[src/hw/rtl/rbf_pkg.sv]
// Shared types and codes for the transmit ring buffer.
package rbf_pkg;

    typedef enum logic [1:0] {
        ACT_APPEND  = 2'd0,
        ACT_CONSUME = 2'd1,
        ACT_READ    = 2'd2,
        ACT_NOP     = 2'd3
    } t_action;

    // Register index of the buffer size register (taken from paddr[2]).
    localparam logic REG_BUFFER_SIZE = 1'b0;

    // Chunk byte count field width (chunks carry at most eight bytes).
    localparam int CNT_W = 4;

    typedef struct packed {
        logic             wr_load;   // take a new chunk into the write queue
        logic [CNT_W-1:0] wr_count;  // bytes in that chunk
        logic             rd_en;     // sample the store at the read address
    } t_store_ctl;

    typedef struct packed {
        logic busy;                  // chunk bytes still waiting to be written
    } t_store_stat;

endpackage

[src/hw/rtl/rbf_lane.sv]
// One byte lane: store address of chunk byte IDX, wrapped at the buffer size.
module rbf_lane #(
    parameter int IDX = 0,
    parameter int AW  = 12,
    parameter int BW  = 13
) (
    input  logic [AW-1:0] i_wp,
    input  logic [BW-1:0] i_bs,
    output logic [AW-1:0] o_addr
);
    import rbf_pkg::*;

    localparam int LW = BW + 1;

    logic [LW-1:0] sum;
    logic [LW-1:0] wrapped;

    // Only lanes below an accepted chunk length are used, so one wrap suffices.
    assign sum     = LW'(i_wp) + LW'(IDX);
    assign wrapped = (sum >= LW'(i_bs)) ? (sum - LW'(i_bs)) : sum;
    assign o_addr  = wrapped[AW-1:0];

endmodule

[config.mk]
export PLATFORM = sky130hd
export DESIGN_NAME = rbf_lane
export DESIGN_NICKNAME = d
export VERILOG_FILES = /design/src/hw/rtl/rbf_pkg.sv /design/src/hw/rtl/rbf_lane.sv
export SDC_FILE = /design/constraint.sdc
export NUM_CORES = 1
export LEC_CHECK = 0
export BUFFER_PORTS_ARGS = -buffer_cell sky130_fd_sc_hd__buf_2
export CORE_MARGIN = 3
export CORE_UTILIZATION = 45
export DETAILED_ROUTE_END_ITERATION = 8
export PLACE_DENSITY = 0.85
export SETUP_SLACK_MARGIN = 0.3
export SYNTH_ARGS = -nofsm -noshare
export SYNTH_HDL_FRONTEND = slang
export SYNTH_SLANG_ARGS = --single-unit
[constraint.sdc]
create_clock -name vclk -period 5.1
set_input_delay 0.51 -clock vclk [all_inputs]
set_output_delay 0.51 -clock vclk [all_outputs]
set_load 0.02 [all_outputs]
Yosys cells after proc, flatten, opt, wreduce, memory -nomap -nowiden. Index checks and enable logic that the tools add are counted.

$add $sub $neg: 1. Muxes and demuxes: 1. Magnitude comparators: 1.

Operators with widths (count): greater-or-equal comparator 12 x 13 -> 1 bit (1); 2-to-1 mux 12 bit (1); subtractor 12 bit (1).

Register bits: 0.

Longest topological paths before layout. Gate-level depths: netlist of the first run.

Word-level depth: 2. Mapped depth: 10.

Worst setup path before layout of the first run. Ideal clock, no wire load.

Path type: input-to-output. Start point: input port i_bs[4]. End point: output port o_addr[0]. Buffers on the path: 1. Path slack: 2.242 ns. Arrival: 2.348 ns. Stages: 8. Cells stage by stage: inv_1 -> ha_1 -> and3_1 -> a221oi_2 -> o311a_4 -> a211oi_4 -> buf_12 -> mux2i_1.

Longest elaborated chain between the ends: 2.

RTL lines: from (decl) (line rbf_lane.sv:8) `input logic [BW-1:0] i_bs,`; greater-or-equal comparator 12 x 13 -> 1 bit (line rbf_lane.sv:20) `assign wrapped = (sum >= LW'(i_bs)) ? (sum - LW'(i_bs)) : sum;`; 2-to-1 mux 12 bit (line rbf_lane.sv:20); to (decl) (line rbf_lane.sv:9) `output logic [AW-1:0] o_addr`.

Every way passes these cells.

Final worst setup path of the first run.
Start point: input port i_wp[7]. End point: output port o_addr[1].

Longest elaborated chain between the ends: 2.

RTL lines: from (decl) (line rbf_lane.sv:7) `input logic [AW-1:0] i_wp,`; greater-or-equal comparator 12 x 13 -> 1 bit (line rbf_lane.sv:20); 2-to-1 mux 12 bit (line rbf_lane.sv:20).

Every way passes these cells.

==> results by group, run 1 <==
Floorplanning
  • Initial cell density of the core: 0.4976
  • Core ar.: 1577 sq um
  • Overall die width: 47.76 microns
  • FP Rows: 14
  • Die Footprint: 2281 sq um
  • IO Pins: 37
  • Die height: 47.76 microns

Finish
  • Sequential Area: 0 sq um
  • Ratio of cells with drive above 1 in the final layout: 0.4274
  • Design area: 969.7 sq um
  • Number of diodes: 0
  • Fill cell total of the finished layout: 150
  • Area Growth Syn to Fin: 23.60%
  • Nets@finish: 164
  • Number of sequential cells: 0
  • CLK BUF: 0

Setup path
  • Critical Path Start Type: input pin
  • Cell mode on critical path: buf_2
  • Worst Setup End Kind: output port
  • Setup CP Type: input pin to output port
  • Largest stage delay, worst path: 0.71 ns
  • Critical path, cell by cell: buf_2, ha_1, nand2_1, o21ai_0, nand3_1, o311a_4, a211oi_4, mux2_1, buf_2
  • CP top delay family: compound AO/OA/AOI/OAI gates
  • CP required: 4.59 ns
  • CP Max Fanout: 11
  • Slowest library cell on the worst path: a211oi_4
  • Arrival @ worst endpoint: 2.97 ns
  • Buf/Inv on CP: 2

Routing
  • Final wirelength: 1774 microns
  • Post-DRT Antenna Nets: 0
  • Iteration-0 DRC Markers: 6
  • Vias per cell: 5.407
  • DRC: 0
  • Pre-antenna DRT Iters: 3
  • Wire length per cell: 12.67 microns
  • Via count: 757

CTS
  • # hold bufs at CTS: 0
  • Post-CTS resize count: 0
  • Post-CTS Setup Bufs: 0

Timing
  • Fmax: 287.6 MHz
  • Final TNS setup: 0 ns
  • Slew margin rel.: 0.4585
  • # setup viols final: 0
  • Final Hold Fails: 0
  • Fin crit share: 0.6818
  • Slew @ Worst Pin: 0.8097 ns
  • Min Tclk post-route: 3.477 ns
  • RSZ-0062 raised after global routing: false
  • Final Max Slew Viols: 0

Global route
  • Largest net degree at the start of global routing: 12
  • GRT Total Usage: 0.1501
  • Overflow left after global routing: 0
  • Vias in the first global route: 685
  • Antenna violations before repair: 0
  • Global-route wire length before repair: 2601 microns

Min path
  • Worst Hold Class: input pin to output port

Yosys
  • Post-Syn Area per Cell: 8.915 sq um
  • Synth warnings: 0
  • Distinct cells, synth: 29
  • Count leader, synth: inv_1
  • Syn_nets: 126
  • Commonest cells in the netlist: 14 x inv_1, 12 x ha_1, 9 x a21oi_1, 9 x mux2_4, 6 x xnor2_1
  • Post-Synthesis Cells: 88
  • Synth top area share: 0.1914
  • Ranking of synthesized cells by area: ha_1 19%, mux2_4 17%, inv_1 6.7%
  • Post-synthesis cell area: 784.5 sq um
  • Yosys top cell by area: ha_1
  • Sequential area share after synthesis: 0

Power and ir drop
  • Max IR drop VDD: 75.41 uV
  • Pleak: 0.5350 nW
  • PD cells: 137.6 nW/um^2

Run
  • Max-Cap Viols: 0

Place
  • Gpl congestion: 0.8141
  • DP Area: 969.7 sq um
  • Port Buffers: 37
  • Hpwl dp: 1579 microns

Status
  • Run status: finished, final reports clean
[cells by family after synthesis]
| logic type | count (synthesis) | synth area share |
|---|---|---|
| buffers and inverters | 15 | 0.09250 |
| muxes | 12 | 0.2121 |
| xor gates and xnor gates | 9 | 0.1005 |
| and+or+nand+nor | 16 | 0.1228 |
| adders and majority gates | 13 | 0.2169 |
| AOI/OAI and AO/OA | 23 | 0.2552 |
[worst paths after layout]
check	from	to	slack (ns)	cells past startpoint
setup / recovery	i_wp[7]	o_addr[1]	1.62	9
hold / removal	i_wp[5]	o_addr[5]	1.38	3
[layout make-up]
type | count | area, sq um | share of cell area
Timing Repair Buffer | 37 | 185.2 | 0.1910
Inverter | 14 | 52.55 | 0.05419
Tap cell | 16 | 20.02 | 0.02065
Multi-Input combinational cell | 73 | 711.9 | 0.7342
[metrics by stage]
step	utilization	total power [mW]	std cells	worst slack, ns	hold WS (ns)
after floorplan	-	0.1028	88	2.242	1.180
final	0.6151	0.1334	140	1.623	1.383
after CTS	0.6151	0.1347	140	1.634	1.387
after global placement	0.6151	0.1294	140	1.741	1.381
after global routing	0.6151	0.1462	140	1.488	1.399
after detailed placement	0.6151	0.1337	140	1.651	1.387
[per-layer routing]
layer / share of wire / track usage
met1: 0.39 / 0.1560
met2: 0.56 / 0.3377
met3: 0.054 / 0
met4: 0 / 0
met5: 0 / 0
[report_power, final]
group          switching [mW]  internal [mW]  total (mW)
Sequential                  0              0           0
Combinational          0.0700         0.0634       0.133
Clock                       0              0           0
Total                  0.0700         0.0634       0.133
[cells in the final DEF, fill, tap and decap left out, types with 3 or more instances in the layout]
master / netlist / routed
nand2_1: 3 / 3
buf_2: 0 / 37
inv_1: 14 / 14
xor2_1: 3 / 3
mux2_4: 9 / 9
a21o_1: 4 / 4
nor2_1: 3 / 3
xnor2_1: 6 / 6
ha_1: 12 / 12
a21oi_1: 9 / 9
Note: power is estimated with default switching activity, not from simulation.
==> run 2: changes to the inputs <==
PLACE_DENSITY = 0.88   (was 0.85)
clock period = 3.1 ns   (was 5.1 ns; I/O delays follow)
==> run 2 against run 1 <==
  * Die area unchanged
  * Global-route usage increased by 0.16 points
  * Combinational power increased by 83%
  * Non-clock buffer count increased by 5
  * Flip-flop and latch count unchanged
  * Worst hold slack got worse by 0.42 ns
  * Setup slack got worse by 1.3 ns
  * Clock-buffer cell count unchanged
  * Design area increased by 10%
  * Total power increased by 82%
  * Utilization increased by 6.4 points
  * Wire length increased by 4.4%
  * Largest cell class unchanged
  * Largest power group unchanged
==> results by group, run 2 (synthesis results as in run 1) <==
Timing
  • # setup viols final: 0 (unchanged)
  • Worst setup margin: 0.3360 ns (-1.287 ns)
  • Final Hold Fails: 0 (unchanged)
  • Slew margin rel.: 0.7834 (+0.3249)
  • Slew @ Worst Pin: 0.3249 ns (-0.4848 ns)
  • Final TNS setup: 0 ns (unchanged)
  • Final Max Slew Viols: 0 (unchanged)
  • Min Tclk post-route: 2.764 ns
  • Fin crit share: 0.8916
  • RSZ-0062 raised after global routing: true
  • Fmax: 361.8 MHz

Global route
  • GRT Total Usage: 0.1517 (+0.001623)
  • Vias in the first global route: 711 (+3.8%)
  • Antenna violations before repair: 0 (unchanged)
  • Overflow left after global routing: 0 (unchanged)
  • Global-route wire length before repair: 2684 microns (+3.2%)
  • Largest net degree at the start of global routing: 7 (-5)

Min path
  • Worst Hold Class: input pin to output port

Power and ir drop
  • Pleak: 0.5677 nW (+6.1%)
  • Combinational Power Share: 1.000 (about the same)
  • Max IR drop VDD: 140.9 uV (+87%)
  • Sequential Power Share: 0 (unchanged)
  • Total power: 242.8 uW (+82%)
  • PD cells: 226.7 nW/um^2 (+65%)
  • Sw Ratio: 0.5081 (-0.01689)
  • Clk pwr share: 0 (unchanged)
  • P_int: 119.4 uW (+88%)
  • P_sw: 123.3 uW (+76%)

Setup path
  • CP Max Fanout: 3 (-8)
  • Setup CP Type: input pin to output port
  • CP startpoint: i_wp[0]
  • Critical path, cell by cell: buf_6, inv_4, ha_4, inv_4, fa_2, a21o_1, a2111oi_4, o31ai_1, a21oi_1, xnor2_1, mux2_4, buf_6
  • End point of the critical path: o_addr[10]
  • Worst Setup End Kind: output port
  • Critical Path Start Type: input pin
  • CP required: 2.79 ns (-1.80 ns)
  • Arrival @ worst endpoint: 2.45 ns (-0.52 ns)
  • Slowest library cell on the worst path: a2111oi_4
  • Largest stage delay, worst path: 0.40 ns (-0.31 ns)

Floorplanning
  • Core ar.: 1577 sq um (unchanged)
  • Overall die width: 47.76 microns (unchanged)
  • Die height: 47.76 microns (unchanged)
  • Initial cell density of the core: 0.4976 (unchanged)
  • FP Rows: 14 (unchanged)
  • Die Footprint: 2281 sq um (unchanged)
  • IO Pins: 37 (unchanged)

Finish
  • Most frequent cells in the layout: 35 x buf_2, 12 x inv_1, 9 x a21oi_1, 9 x mux2_4, 8 x ha_1
  • Number of diodes: 0 (unchanged)
  • Number of sequential cells: 0 (unchanged)
  • Fill cell total of the finished layout: 134 (-11%)
  • Area Growth Syn to Fin: 36.52%
  • Commonest non-fill, non-tap cell in the layout: buf_2
  • Sequential Area: 0 sq um (unchanged)
  • Ratio of cells with drive above 1 in the final layout: 0.5039 (+0.07646)
  • Nets@finish: 169 (+3.0%)
  • Finished Layout Cells: 145 (+3.6%)
  • CLK BUF: 0 (unchanged)

Place
  • Port Buffers: 37 (unchanged)
  • Hpwl dp: 1501 microns (-4.9%)
  • Gpl congestion: 0.8753 (+7.5%)
  • Cells after DPL: 142 (+1.4%)
  • Pre-CTS setup slack: 0.3218 ns (-1.329 ns)

Routing
  • Pre-antenna DRT Iters: 4 (+1)
  • Wire length per cell: 12.77 microns (+0.80%)
  • Post-DRT Antenna Nets: 0 (unchanged)
  • Final wirelength: 1852 microns (+4.4%)
  • Vias per cell: 5.469 (+1.1%)
  • Iteration-0 DRC Markers: 15 (+9)
  • DRC: 0 (unchanged)
  • Via count: 793 (+4.8%)

CTS
  • # hold bufs at CTS: 0 (unchanged)

Status
  • Run status: finished, final reports clean

Run
  • Max-Cap Viols: 0 (unchanged)
run 2: changes by cell type in the layout (fill, tap and decap cells not counted), sizes merged:
cell,before,now
buf,37,42
run 2: metrics by stage:
| step | cell area (sq um) | hold slack (ns) | util |
|---|---|---|---|
| global route | 1071 | 0.9751 | 0.6794 |
| floorplan | 784.5 | 0.7802 | - |
| global placement | 984.7 | 0.9797 | 0.6246 |
| CTS | 984.7 | 0.9833 | 0.6246 |
| detailed placement | 984.7 | 0.9828 | 0.6246 |
| finish | 1071 | 0.9675 | 0.6794 |
run 2: routing by layer:
layer | vias up | share of wire | GRT usage
met1 | 359 | 0.40 | 0.1806
met2 | 33 | 0.54 | 0.3034
met4 | 0 | 0.0027 | 0.005376
met3 | 2 | 0.063 | 0.01128
met5 | - | 0 | 0
li1 | 399 | - | -
run 2: critical path, delay by kind of cell:
family / cells / cell delay [ns]
AOI/OAI and AO/OA: 4 / 0.96
xor gates and xnor gates: 1 / 0.10
adders and majority gates: 2 / 0.50
buffers and inverters: 4 / 0.31
muxes: 1 / 0.27
run 2: worst min path at each step:
stage                      end     start  slack (ns)  cells past startpoint
floorplan           o_addr[10]  i_wp[10]        0.78                      1
global placement     o_addr[0]   i_wp[0]        0.98                      4
detailed placement   o_addr[2]   i_wp[2]        0.98                      3
CTS                  o_addr[2]   i_wp[2]        0.98                      3
global route        o_addr[10]  i_wp[10]        0.98                      3
finish               o_addr[0]   i_wp[0]        0.97                      4
run 2: area by class of cell:
class | count | area [sq um] | area share
multi-input combinational | 73 | 754.5 | 0.7044
timing repair buffer | 42 | 239.0 | 0.2231
inverter | 14 | 57.56 | 0.05374
tap | 16 | 20.02 | 0.01869
run 2: what timing repair did:
action,CTS,global route
setup endpoints to repair,0,10
resized for setup,0,17
setup buffers,0,3
run 2: power groups by stage:
stage | registers, mW | clock network, mW | logic [mW]
after CTS | 0 | 0 | 0.223
after detailed placement | 0 | 0 | 0.221
after global placement | 0 | 0 | 0.215
final | 0 | 0 | 0.243
after global routing | 0 | 0 | 0.264
after floorplan | 0 | 0 | 0.169
==> run 3: changes to the inputs <==
PLACE_DENSITY = 0.85   (was 0.88)
clock period = 2.9 ns   (was 3.1 ns; I/O delays follow)
==> run 3 against run 2 <==
  * Design area rose by 16%
  * Clock-buffer cell count unchanged
  * Total power rose by 28%
  * Utilization up 11 points
  * Sequential share of layout area is the same
  * Worst hold slack got worse by 0.027 ns
  * Combinational power up 28%
  * Global-route usage is 1.3 points higher
  * Via count is 7.6% higher
  * Final cell count is 2.8% higher
  * Critical endpoint is now o_addr[2]
  * Largest cell class unchanged
==> results by group, run 3 (synthesis results as in run 1) <==
Floorplanning
  • Die Footprint: 2281 sq um (unchanged)
  • Die height: 47.76 microns (unchanged)
  • Core ar.: 1577 sq um (unchanged)
  • IO Pins: 37 (unchanged)
  • Initial cell density of the core: 0.4976 (unchanged)
  • FP Rows: 14 (unchanged)
  • Overall die width: 47.76 microns (unchanged)

Timing
  • Fmax: 387.3 MHz
  • Hold slack: 0.9409 ns (-0.02667 ns)
  • Fin crit share: 0.8903
  • Final TNS setup: 0 ns (unchanged)
  • Final Max Slew Viols: 0 (unchanged)
  • Final Hold Fails: 0 (unchanged)
  • # setup viols final: 0 (unchanged)
  • RSZ-0062 raised after global routing: true
  • Min Tclk post-route: 2.582 ns
  • Worst setup margin: 0.3183 ns (-0.01771 ns)
  • Slew @ Worst Pin: 0.3454 ns (+0.02052 ns)
  • Slew margin rel.: 0.7697 (-0.01368)

Finish
  • Nets@finish: 173 (+2.4%)
  • Most frequent cells in the layout: 30 x buf_2, 10 x inv_1, 10 x mux2_4, 10 x buf_4, 9 x ha_4
  • Design area: 1237 sq um (+16%)
  • Number of diodes: 0 (unchanged)
  • Sequential Area: 0 sq um (unchanged)
  • Multi-input combinational cell area: 869.6 sq um (+15%)
  • CLK BUF: 0 (unchanged)
  • Ratio of cells with drive above 1 in the final layout: 0.6241 (+0.1202)
  • Fill cell total of the finished layout: 99 (-26%)
  • Area Growth Syn to Fin: 57.74%
  • Number of sequential cells: 0 (unchanged)
  • Commonest non-fill, non-tap cell in the layout: buf_2

Routing
  • Via count: 853 (+7.6%)
  • Wire length per cell: 14.90 microns (+17%)
  • Iteration-0 DRC Markers: 3 (-12)
  • Vias per cell: 5.725 (+4.7%)
  • Final wirelength: 2220 microns (+20%)
  • DRC: 0 (unchanged)
  • Pre-antenna DRT Iters: 4 (unchanged)
  • Post-DRT Antenna Nets: 0 (unchanged)

Power and ir drop
  • Total power: 311.7 uW (+28%)
  • PD cells: 251.9 nW/um^2 (+11%)
  • Pleak: 0.5947 nW (+4.8%)
  • Max IR drop VDD: 154.6 uV (+9.7%)

Global route
  • GRT Total Usage: 0.1652 (+0.01346)
  • Antenna violations before repair: 0 (unchanged)
  • Global-route wire length before repair: 2898 microns (+8.0%)
  • Overflow left after global routing: 0 (unchanged)
  • Vias in the first global route: 781 (+9.8%)
  • Largest net degree at the start of global routing: 7 (unchanged)

Min path
  • Worst Hold Depth: 3 (-1)
  • Worst Hold Class: input pin to output port
  • Min-delay src: i_wp[9]
  • Min-Delay Endpoint: o_addr[9]

Setup path
  • Arrival @ worst endpoint: 2.29 ns (-0.16 ns)
  • Setup CP Type: input pin to output port
  • CP required: 2.61 ns (-0.18 ns)
  • Worst Setup End Kind: output port
  • CP Max Fanout: 6 (+3)
  • Critical Path Start Type: input pin

Place
  • Port Buffers: 37 (unchanged)
  • Gpl congestion: 0.8638 (-1.3%)
  • DP Area: 992.2 sq um (+0.76%)
  • Hpwl dp: 1581 microns (+5.4%)
  • Pre-CTS setup slack: 0.2030 ns (-0.1187 ns)

Run
  • Max-Cap Viols: 0 (unchanged)

CTS
  • # hold bufs at CTS: 0 (unchanged)

Status
  • Run status: finished, final reports clean
run 3: worst max-delay path by stage:
stage	cells after the start	end	startpoint
3_3_place_gp	12	o_addr[10]	i_wp[0]
5_1_grt	12	o_addr[10]	i_wp[0]
6_report	10	o_addr[2]	i_bs[2]
2_1_floorplan	8	o_addr[0]	i_bs[4]
3_5_place_dp	12	o_addr[10]	i_wp[0]
4_1_cts	12	o_addr[10]	i_wp[0]
run 3: critical path, stage by stage:
cell and delay (ns):
buf_2 0.08, inv_1 0.05, ha_4 0.29, and3_4 0.19, a221oi_2 0.08, o311a_4 0.38, a211oi_4 0.29, buf_6 0.18
mux2_4 0.30, buf_4 0.16
run 3: repair_timing:
action	in CTS	in global routing
endpoints found under the setup margin	10	11
pin swaps	9	16
resized for setup	20	22
setup buffers	2	4
hold endpoints to repair	0	0
run 3: metrics by stage:
step                      std cells    util
final                           149  0.7849
after global routing            149  0.7849
after CTS                       145  0.6913
after detailed placement        143  0.6294
after global placement          143  0.6294
after floorplan                  88       -
run 3: metal layers:
| metal | part of all wire | track usage |
|---|---|---|
| met5 | 0 | 0 |
| met2 | 0.56 | 0.3536 |
| met1 | 0.38 | 0.1780 |
| met3 | 0.039 | 0.003759 |
| met4 | 0.017 | 0.01613 |
run 3: where the power goes:
| group | switching, mW | internal [mW] | total (mW) |
|---|---|---|---|
| clock | 0 | 0 | 0 |
| sequential | 0 | 0 | 0 |
| combinational | 0.149 | 0.162 | 0.312 |
run 3: area by class of cell:
type,count,area share
Tap cell,16,0.01618
Timing Repair Buffer,46,0.2366
Multi-Input combinational cell,73,0.7027
Inverter,14,0.04449
